<file path="config.mk">
export PLATFORM = sky130hd
export DESIGN_NAME = ptm_merge
export DESIGN_NICKNAME = d
export VERILOG_FILES = /design/src/ptm_pkg.sv /design/src/ptm_merge.sv
export SDC_FILE = /design/constraint.sdc
export NUM_CORES = 1
export LEC_CHECK = 0
export BUFFER_PORTS_ARGS = -buffer_cell sky130_fd_sc_hd__buf_2
export CAP_MARGIN = 20
export CORE_MARGIN = 10
export CORE_UTILIZATION = 40
export CTS_BUF_LIST = sky130_fd_sc_hd__clkbuf_2 sky130_fd_sc_hd__clkbuf_4 sky130_fd_sc_hd__clkbuf_8
export DETAILED_ROUTE_END_ITERATION = 6
export GPL_TIMING_DRIVEN = 0
export PLACE_DENSITY = 0.69
export RECOVER_POWER = 100
export SLEW_MARGIN = 20
export SYNTH_ARGS = -nofsm -noshare
export SYNTH_HDL_FRONTEND = slang
export SYNTH_SLANG_ARGS = --single-unit
</file>
<file path="constraint.sdc">
create_clock -name clk_i -period 5.18 [get_ports clk_i]
set_input_delay 1.036 -clock clk_i [delete_from_list [all_inputs] [get_ports clk_i]]
set_output_delay 1.036 -clock clk_i [all_outputs]
set_load 0.01 [all_outputs]
</file>
<file path="src/ptm_pkg.sv">
// ----------------------------------------------------------------------------
// ptm_pkg
// Shared widths, curve constants, handshake structs and the gamma table
// builder for the pixel tone map, gamma and quantize block.
// ----------------------------------------------------------------------------
package ptm_pkg;

  localparam int unsigned FracBitsDef  = 16;
  localparam int unsigned GammaBitsDef = 10;

  localparam int unsigned SumW   = 40;
  localparam int unsigned CountW = 16;
  localparam int unsigned PixW   = 8;

  localparam logic [CountW-1:0] CountReset = 16'd200;
  localparam logic [CountW-1:0] CountOne   = 16'd1;
  localparam logic [PixW-1:0]   PixMax     = 8'hFF;

  // averaged radiance, Q24, saturated at 32.0
  localparam int unsigned AvgW = 30;
  localparam logic [AvgW-1:0] AvgMax = 30'h2000_0000;

  localparam int unsigned KW    = 18;
  localparam int unsigned ProdW = AvgW + CountW;
  localparam int unsigned XW    = 29;
  localparam int unsigned P1W   = KW + XW;
  localparam int unsigned TW    = 24;
  localparam int unsigned NumW  = TW + XW;
  localparam int unsigned DenW  = NumW + 1;
  localparam int unsigned DdW   = DenW - 16;
  localparam int unsigned YW    = 16;

  localparam logic [CountW-1:0] KExposure = 16'd55706;
  localparam logic [ProdW-1:0]  XRound    = ProdW'(32768);
  localparam logic [KW-1:0]     KA        = 18'd164495;
  localparam logic [KW-1:0]     KC        = 18'd159252;
  localparam logic [P1W:0]      T1Bias    = (P1W + 1)'(1966) << 24;
  localparam logic [P1W:0]      T2Bias    = (P1W + 1)'(38666) << 24;
  localparam logic [DenW-1:0]   DenBias   = DenW'(9175) << 24;

  // front, divider, four arithmetic stages, divider, table read
  localparam int unsigned LaneLat = AvgW + YW + 6;

  localparam int unsigned LutMaxBits = PixW * 4096;

  typedef struct packed {
    logic [PixW-1:0] red;
    logic [PixW-1:0] green;
    logic [PixW-1:0] blue;
  } ptm_rgb_t;

  typedef struct packed {
    logic     valid;
    logic     invalid;
    ptm_rgb_t pix;
  } ptm_res_t;

  typedef struct packed {
    logic advance;
    logic holding;
  } ptm_flow_t;

  // entry i: largest k with (k/256)^11 <= (i/2^g)^5, all in Q32
  function automatic logic [LutMaxBits-1:0] gamma_table(input int unsigned g_bits);
    logic [63:0]           pow11 [256];
    logic [63:0]           base;
    logic [63:0]           acc;
    logic [7:0]            k;
    logic [LutMaxBits-1:0] tbl;
    tbl = '0;
    k   = '0;
    for (int i = 0; i < 256; i++) begin
      base = 64'(i) << 24;
      acc  = base;
      for (int j = 1; j < 11; j++) begin
        acc = (acc * base) >> 32;
      end
      pow11[8'(i)] = acc;
    end
    for (int i = 0; i < (1 << g_bits); i++) begin
      base = 64'(i) << (32 - g_bits);
      acc  = base;
      for (int j = 1; j < 5; j++) begin
        acc = (acc * base) >> 32;
      end
      while (k < 8'd255 && pow11[8'(k + 8'd1)] <= acc) begin
        k = k + 8'd1;
      end
      tbl[i*PixW +: PixW] = k;
    end
    return tbl;
  endfunction

endpackage

</file>
<file path="src/ptm_merge.sv">
// ----------------------------------------------------------------------------
// ptm_merge
// Joins the three lane results, blanks invalid pixels, and holds them in an
// output register backed by one skid entry.
// ----------------------------------------------------------------------------
module ptm_merge (
  input  logic               clk_i,
  input  logic               rst_ni,
  input  ptm_pkg::ptm_res_t  res_i,
  input  logic               out_ready_i,
  output logic               out_valid_o,
  output ptm_pkg::ptm_rgb_t  pix_o,
  output ptm_pkg::ptm_flow_t flow_o
);
  import ptm_pkg::*;

  logic     out_valid_q, out_valid_d;
  logic     skid_valid_q, skid_valid_d;
  ptm_rgb_t out_pix_q, out_pix_d;
  ptm_rgb_t skid_pix_q, skid_pix_d;
  ptm_rgb_t rgb_in;
  logic     advance;
  logic     arrive;
  logic     take;

  assign rgb_in  = res_i.invalid ? '0 : res_i.pix;
  assign advance = ~skid_valid_q;
  assign arrive  = res_i.valid & advance;
  assign take    = out_valid_q & out_ready_i;

  always_comb begin
    out_valid_d  = out_valid_q;
    skid_valid_d = skid_valid_q;
    out_pix_d    = out_pix_q;
    skid_pix_d   = skid_pix_q;
    if (!out_valid_q || take) begin
      if (skid_valid_q) begin
        out_valid_d  = 1'b1;
        out_pix_d    = skid_pix_q;
        skid_valid_d = 1'b0;
      end else begin
        out_valid_d = arrive;
        if (arrive) begin
          out_pix_d = rgb_in;
        end
      end
    end else if (arrive) begin
      // output held, park the new transaction
      skid_valid_d = 1'b1;
      skid_pix_d   = rgb_in;
    end
  end

  always_ff @(posedge clk_i or negedge rst_ni) begin
    if (!rst_ni) begin
      out_valid_q  <= 1'b0;
      skid_valid_q <= 1'b0;
    end else begin
      out_valid_q  <= out_valid_d;
      skid_valid_q <= skid_valid_d;
    end
  end

  always_ff @(posedge clk_i) begin
    out_pix_q  <= out_pix_d;
    skid_pix_q <= skid_pix_d;
  end

  assign out_valid_o    = out_valid_q;
  assign pix_o          = out_pix_q;
  assign flow_o.advance = advance;
  assign flow_o.holding = out_valid_q & ~out_ready_i;

endmodule

</file>
# Word level (Yosys, flattened, before mapping)
# Cells that the tools add are included.
[totals]
output_inout_bits = 27
in_bits = 29
register_bits = 50
word_cells = 26
[op_classes]
n_reduce_logical = 6
n_mux = 6
bitwise = 6
[op_table]
columns = ["operator", "count"]
rows = [
  ["$mux 24", 3],
  ["$reduce_and 2->1", 2],
  ["$reduce_bool 2->1", 2],
  ["$and 1x1->1", 3],
  ["$mux 1", 3],
  ["$not 1->1", 3],
  ["$logic_not 1->1", 1],
  ["$logic_or 1x1->1", 1],
]

# Logic depth before layout (Yosys ltp)
# Gate-level depths: netlist of the first run.
[depth]
depth_word = 4
ltp_mapped = 3
ltp_nobuf = 3

# Worst setup path before layout of the first run
# OpenSTA, ideal clock, no wires.
[synth_path]
kind = "input to register"
start = "in out_ready_i"
end = "reg out_pix_q, in the netlist pix_o[0], enable pin"
required_ns = 4.775
cell_stages = 3
path_slack_ns = 2.516
setup_time_ns = 0.405
arrival_ns = 2.259
path_cell_list = "nand2b_1 > inv_1 > nor2_1"
[synth_via]
elab_chain_len = 3
[synth_rtl]
columns = ["element", "line_no", "source"]
rows = [
  ["start: declaration", "ptm_merge.sv:10", "input logic out_ready_i,"],
  ["$and 1x1->1", "ptm_merge.sv:29", "assign take = out_valid_q & out_ready_i;"],
  ["$logic_or 1x1->1", "ptm_merge.sv:36", "if (!out_valid_q || take) begin"],
  ["$reduce_and 2->1 (no source line)", "n/a", ""],
  ["end signal: assignment", "ptm_merge.sv:65", "out_pix_q <= out_pix_d;"],
  ["end: declaration", "ptm_merge.sv:19", "ptm_rgb_t out_pix_q, out_pix_d;"],
]
# No other way between the ends.
# A chain may end at the register's enable or synchronous reset.

# Final worst setup path of the first run
[layout_path]
start = "in out_ready_i"
end = "reg out_pix_q, in the netlist pix_o[1], enable pin"
# Same word-level chain as after synthesis.

==> flow_summary.json, run 1 <==
{
  "arrival_ns": 2.70,
  "final_util": 0.4835,
  "syn_inst": 112,
  "ys_types": 15,
  "finalWirelength_um": 3990,
  "gr-max-usage-layer": "met2",
  "clock_tree.root_cell": "clkbuf_8",
  "clock-sinks": 50,
  "drtIter0Drc": 25,
  "cp.required_ns": 5.11,
  "die_h_um": 92.19,
  "yosysMostFrequentCell": "edfxtp_1",
  "fin_area_sq_um": 2454,
  "synth_area_leaders": "edfxtp_1 69%, mux2_4 13%, nor2b_1 5.1%",
  "synth_common_cells": "48 x edfxtp_1, 18 x mux2_4, 17 x nor2b_1",
  "relSlewSlack": 0.2797,
  "fin_crit_ns": 2.770,
  "drive_gt1_frac": 0.2898,
  "hold_viol": 0,
  "grt_pass1_wl_um": 6196,
  "antennaDiodeCount": 0,
  "tritoncts": "yes",
  "crit_type": "input port to flop",
  "ir_drop_mv": 0.1544,
  "maxCapViolations": 0,
  "met2_usage": 0.1565,
  "postRouteAntennaNets": 0,
  "area_growth_pct": 17.71,
  "outcome": "completed",
  "core-area_sq_um": 5075,
  "cts_max_path_buffers": 2,
  "placed_cell_area_sq_um": 2465,
  "dr.pass1.iters": 3,
  "grt_use_met3": 0.03667,
  "grt_usage": 0.09276,
  "p_leak_nw": 0.9159,
  "post-route-period-util": 0.5348,
  "place_congestion": 0.7029,
  "power_density_nw_per_um2": 344.8,
  "start_util": 0.4107,
  "synthFlopType": "edfxtp_1",
  "vias_per_cell": 4.427,
  "seq_area_frac_synth": 0.7155,
  "drv_slew": 0,
  "finalPower_mw": 0.8461,
  "clk_latency_ns": 0.29,
  "synth_area_sq_um": 2084,
  "yosysTopAreaCell": "edfxtp_1",
  "cts_buffers": 5,
  "post_drt_wl_per_cell_um": 16.22,
  "core.rowCount": 26,
  "setup-violations-final": 0,
  "yosysWarnings": 0,
  "synth_fp_nets": 141,
  "skew_ns": 0.006127,
  "worstSetupEndpointType": "flop",
  "grt_pass1_vias": 1192,
  "vias": 1089,
  "yosys.area.top_type_share": 0.6915,
  "post-cts-setup-buffers": 0,
  "htreeDepth": 2,
  "synth_edf_count": 48,
  "fill_cells": 472,
  "rsz0062_at_grt": "false",
  "fp.dieW_um": 92.19,
  "dp_hpwl_um": 2960,
  "ys_ff_latch": 50,
  "port_buffers": 55,
  "grt_max_degree": 25,
  "drc": 0,
  "whs_ns": 0.5086,
  "hold_path_class": "input port to async pin",
  "cts_resized": 0,
  "cp-start-kind": "input port",
  "syn_avg_cell_area_sq_um": 18.61,
  "ios": 56,
  "overflow": 0,
  "fin_tns_setup_ns": 0,
  "clk_pin_slew_ns": 0.09,
  "synthArstFlopShare": 0.04000,
  "worstMarginPinSlew_ns": 1.081,
  "grt_util_met1": 0.1018,
  "holdBufCountCts": 0,
  "worstPathMaxFanout": 13,
  "dieArea_sq_um": 8499,
  "max_freq_mhz": 361.0,
  "antenna_found_initial": 0,
  "nets": 204
}
==> sequential cells by signal (all words and copies together), names as in the netlist <==
name,cells
skid_valid_q,1
skid_pix_q,24
out_valid_o,1
pix_o,24
==> metal layers <==
| layer | vias up | part of all wire |
|---|---|---|
| li1 | 531 | - |
| met1 | 519 | 0.42 |
| met2 | 35 | 0.49 |
| met3 | 4 | 0.073 |
| met4 | 0 | 0.015 |
| met5 | - | 0 |
==> cell families (layout without fill, tap and decap cells) <==
group	after synthesis	in the layout	synth area share
buf+inv	8	72	0.02881
flops	50	50	0.7155
simple gates	30	30	0.09364
mux	24	24	0.1621
==> cells in the final DEF, fill, tap and decap left out, types with 3 or more instances in the layout <==
cell / instances
edfxtp_1: 48
and2b_2: 4
clkbuf_8: 5
nor2b_2: 3
nor2_1: 3
mux2_2: 6
nor2b_1: 17
clkbuf_1: 32
buf_2: 26
mux2_1: 18
==> layout make-up <==
class                           instances  area (sq um)  share of cell area
Sequential cell                        50          1491              0.6079
Tap cell                               70         87.58             0.03570
Clock inverter                          2         37.54             0.01530
Buffer                                  6         45.04             0.01836
Timing Repair Buffer                   56         242.7             0.09893
Multi-Input combinational cell         54         465.4              0.1897
Inverter                                2         7.507            0.003060
Clock buffer                            6         76.32             0.03111
==> worst max-delay path: stages <==
cell,delay [ns]
buf_2,0.07
nand2b_1,0.12
inv_1,0.08
nor2_1,0.80
clkbuf_1,0.59
==> power by group <==
| part | internal [mW] | switching (mW) | total [mW] |
|---|---|---|---|
| Clock | 0.149 | 0.124 | 0.273 |
| Combinational | 0.0374 | 0.0518 | 0.0892 |
| Sequential | 0.477 | 0.00667 | 0.484 |
| Total | 0.664 | 0.182 | 0.846 |
==> final timing paths <==
check	from	cells past startpoint	to	slack, ns
worst max-delay path	out_ready_i	5	pix_o[1]	2.41
worst min-delay path	rst_ni	1	out_valid_o	0.51
worst min register to register	skid_valid_q	2	out_valid_o	0.52
worst max register to register	out_valid_o	4	pix_o[1]	2.85
min in group clk_i	skid_valid_q	2	out_valid_o	0.52
max in group asynchronous	rst_ni	1	skid_valid_q	4.54
==> per-stage QoR <==
step / cells / setup WS (ns)
5_1_grt: 246 / 2.179
4_1_cts: 246 / 2.516
6_report: 246 / 2.410
2_1_floorplan: 112 / 2.516
3_5_place_dp: 238 / 2.458
3_3_place_gp: 237 / 2.008
No activity file was read; power rests on OpenSTA's default activity.
==> run 2: changes to the inputs <==
- PLACE_DENSITY: 0.69 -> 0.72
- clock period: 5.18 -> 2.4 ns (I/O delays scaled with it)
==> flow_summary.json, run 2 (same netlist as run 1, synthesis figures left out) <==
{
  "outcome": "completed",
  "place_congestion": 0.7090,
  "grt_max_degree": 25,
  "setup-violations-final": 0,
  "final_common_cell": "edfxtp_1",
  "worstPathMaxFanout": 10,
  "final_util": 0.4818,
  "htreeDepth": 2,
  "postRouteAntennaNets": 0,
  "arrival_ns": 1.39,
  "whs_ns": 0.4113,
  "die_h_um": 92.19,
  "clk_pin_slew_ns": 0.09,
  "cts_buffers": 5,
  "drtIter0Drc": 23,
  "core.rowCount": 26,
  "ir_drop_mv": 0.2746,
  "hold_depth": 3,
  "ios": 56,
  "grt_pass1_wl_um": 6085,
  "final_cell_mix": "48 x edfxtp_1, 32 x clkbuf_1, 26 x buf_2, 18 x nor2b_1, 16 x mux2_1",
  "p_leak_nw": 0.9153,
  "post_drt_wl_per_cell_um": 15.62,
  "fin_tns_setup_ns": 0,
  "port_buffers": 55,
  "ff2ff_setup_slack_ns": 0.55,
  "relSlewSlack": 0.3632,
  "antenna_found_initial": 0,
  "cts_resized": 0,
  "vias_per_cell": 4.312,
  "tritoncts": "yes",
  "hold_viol": 0,
  "clock-sinks": 50,
  "clk_latency_ns": 0.29,
  "dieArea_sq_um": 8499,
  "antennaDiodeCount": 0,
  "power_density_nw_per_um2": 695.5,
  "maxCapViolations": 0,
  "clock_tree.root_cell": "clkbuf_8",
  "area_growth_pct": 17.29,
  "finalWirelength_um": 3857,
  "vias": 1065,
  "fin_crit_ns": 1.871,
  "rsz0062_at_grt": "false",
  "worstSetupEndpointType": "primary output",
  "dp_hpwl_um": 2868,
  "grt_usage": 0.09080,
  "overflow": 0,
  "grt_pass1_vias": 1240,
  "cp-start-kind": "flop",
  "worstSetupEndpoint": "flow_o[1]",
  "r2r-start": "out_valid_o",
  "nets": 205,
  "cp.required_ns": 1.92,
  "post-route-period-util": 0.7797,
  "skew_ns": 0.006589,
  "max_freq_mhz": 534.4,
  "fill_cells": 474,
  "fp.dieW_um": 92.19,
  "dr.pass1.iters": 4,
  "drc": 0,
  "crit_type": "flop to primary output",
  "r2r_end": "pix_o[6]",
  "cts_max_path_buffers": 2,
  "rr_worst_depth": 4,
  "start_util": 0.4107,
  "drv_slew": 0,
  "worstMarginPinSlew_ns": 0.9517,
  "drive_gt1_frac": 0.2938,
  "hold_path_class": "input port to flop",
  "core-area_sq_um": 5075,
  "cp-startpoint": "skid_valid_q"
}
==> run 2: cell count changes in the layout (fill, tap and decap cells not counted) <==
cell,previous run,this run
clkinv_1,0,1
mux2_1,18,16
bufinv_16,1,0
buf_8,0,1
and3_2,0,1
dlygate4sd3_1,0,1
nor2b_1,17,18
mux2_4,0,2
clkbuf_4,1,0
buf_6,2,1
clkinv_2,0,1
and3_1,1,0
nor2b_2,3,2
==> run 2: power by group <==
part           leakage (nW)  switching (mW)  internal [mW]
registers             0.485          0.0140           1.03
logic                 0.388           0.112         0.0858
clock network        0.0416           0.260          0.200
total                 0.915           0.385           1.31
==> run 2: timing repair <==
action	CTS	global route
setup buffers	0	0
endpoints found under the hold margin	2	0
hold buffers	1	0
==> run 2: layout make-up <==
cell class	count	area, sq um	area share
sequential	50	1491	0.6100
clock buffer	5	68.82	0.02815
tap	70	87.58	0.03582
buffer	6	37.54	0.01535
multi-input combinational	54	471.7	0.1929
clock inverter	3	16.27	0.006653
inverter	2	7.507	0.003071
timing repair buffer	57	264.0	0.1080
==> run 2: worst min-delay path by stage <==
stage,startpoint,endpoint,slack (ns)
floorplan,rst_ni,out_valid_o,0.18
global placement,rst_ni,out_valid_o,0.27
detailed placement,rst_ni,skid_valid_q,0.27
CTS,res_i[25],out_valid_o,0.42
global route,res_i[25],out_valid_o,0.41
finish,res_i[25],out_valid_o,0.41
==> run 2: stage by stage <==
stage               instance area (sq um)  worst slack [ns]  instances  total power [mW]
floorplan                            2085            0.2923        112             1.210
detailed placement                   2465            0.2396        238             1.304
global route                         2445            0.3587        247             1.786
finish                               2445            0.5288        247             1.700
CTS                                  2560            0.2964        247             1.762
global placement                     2447           -0.1932        237             1.288
==> run 2: worst max-delay path, cell delays in order, from the launching register on <==
cell and delay [ns]:
dfrtp_1 0.39, inv_1 0.24, buf_6 0.21, buf_4 0.11
clkbuf_1 0.15
==> run 2: per-layer routing <==
layer,vias up,track usage,part of all wire
li1,531,-,-
met1,494,0.09609,0.45
met2,36,0.1553,0.47
met3,4,0.03586,0.065
met4,0,0.04242,0.013
met5,-,0,0
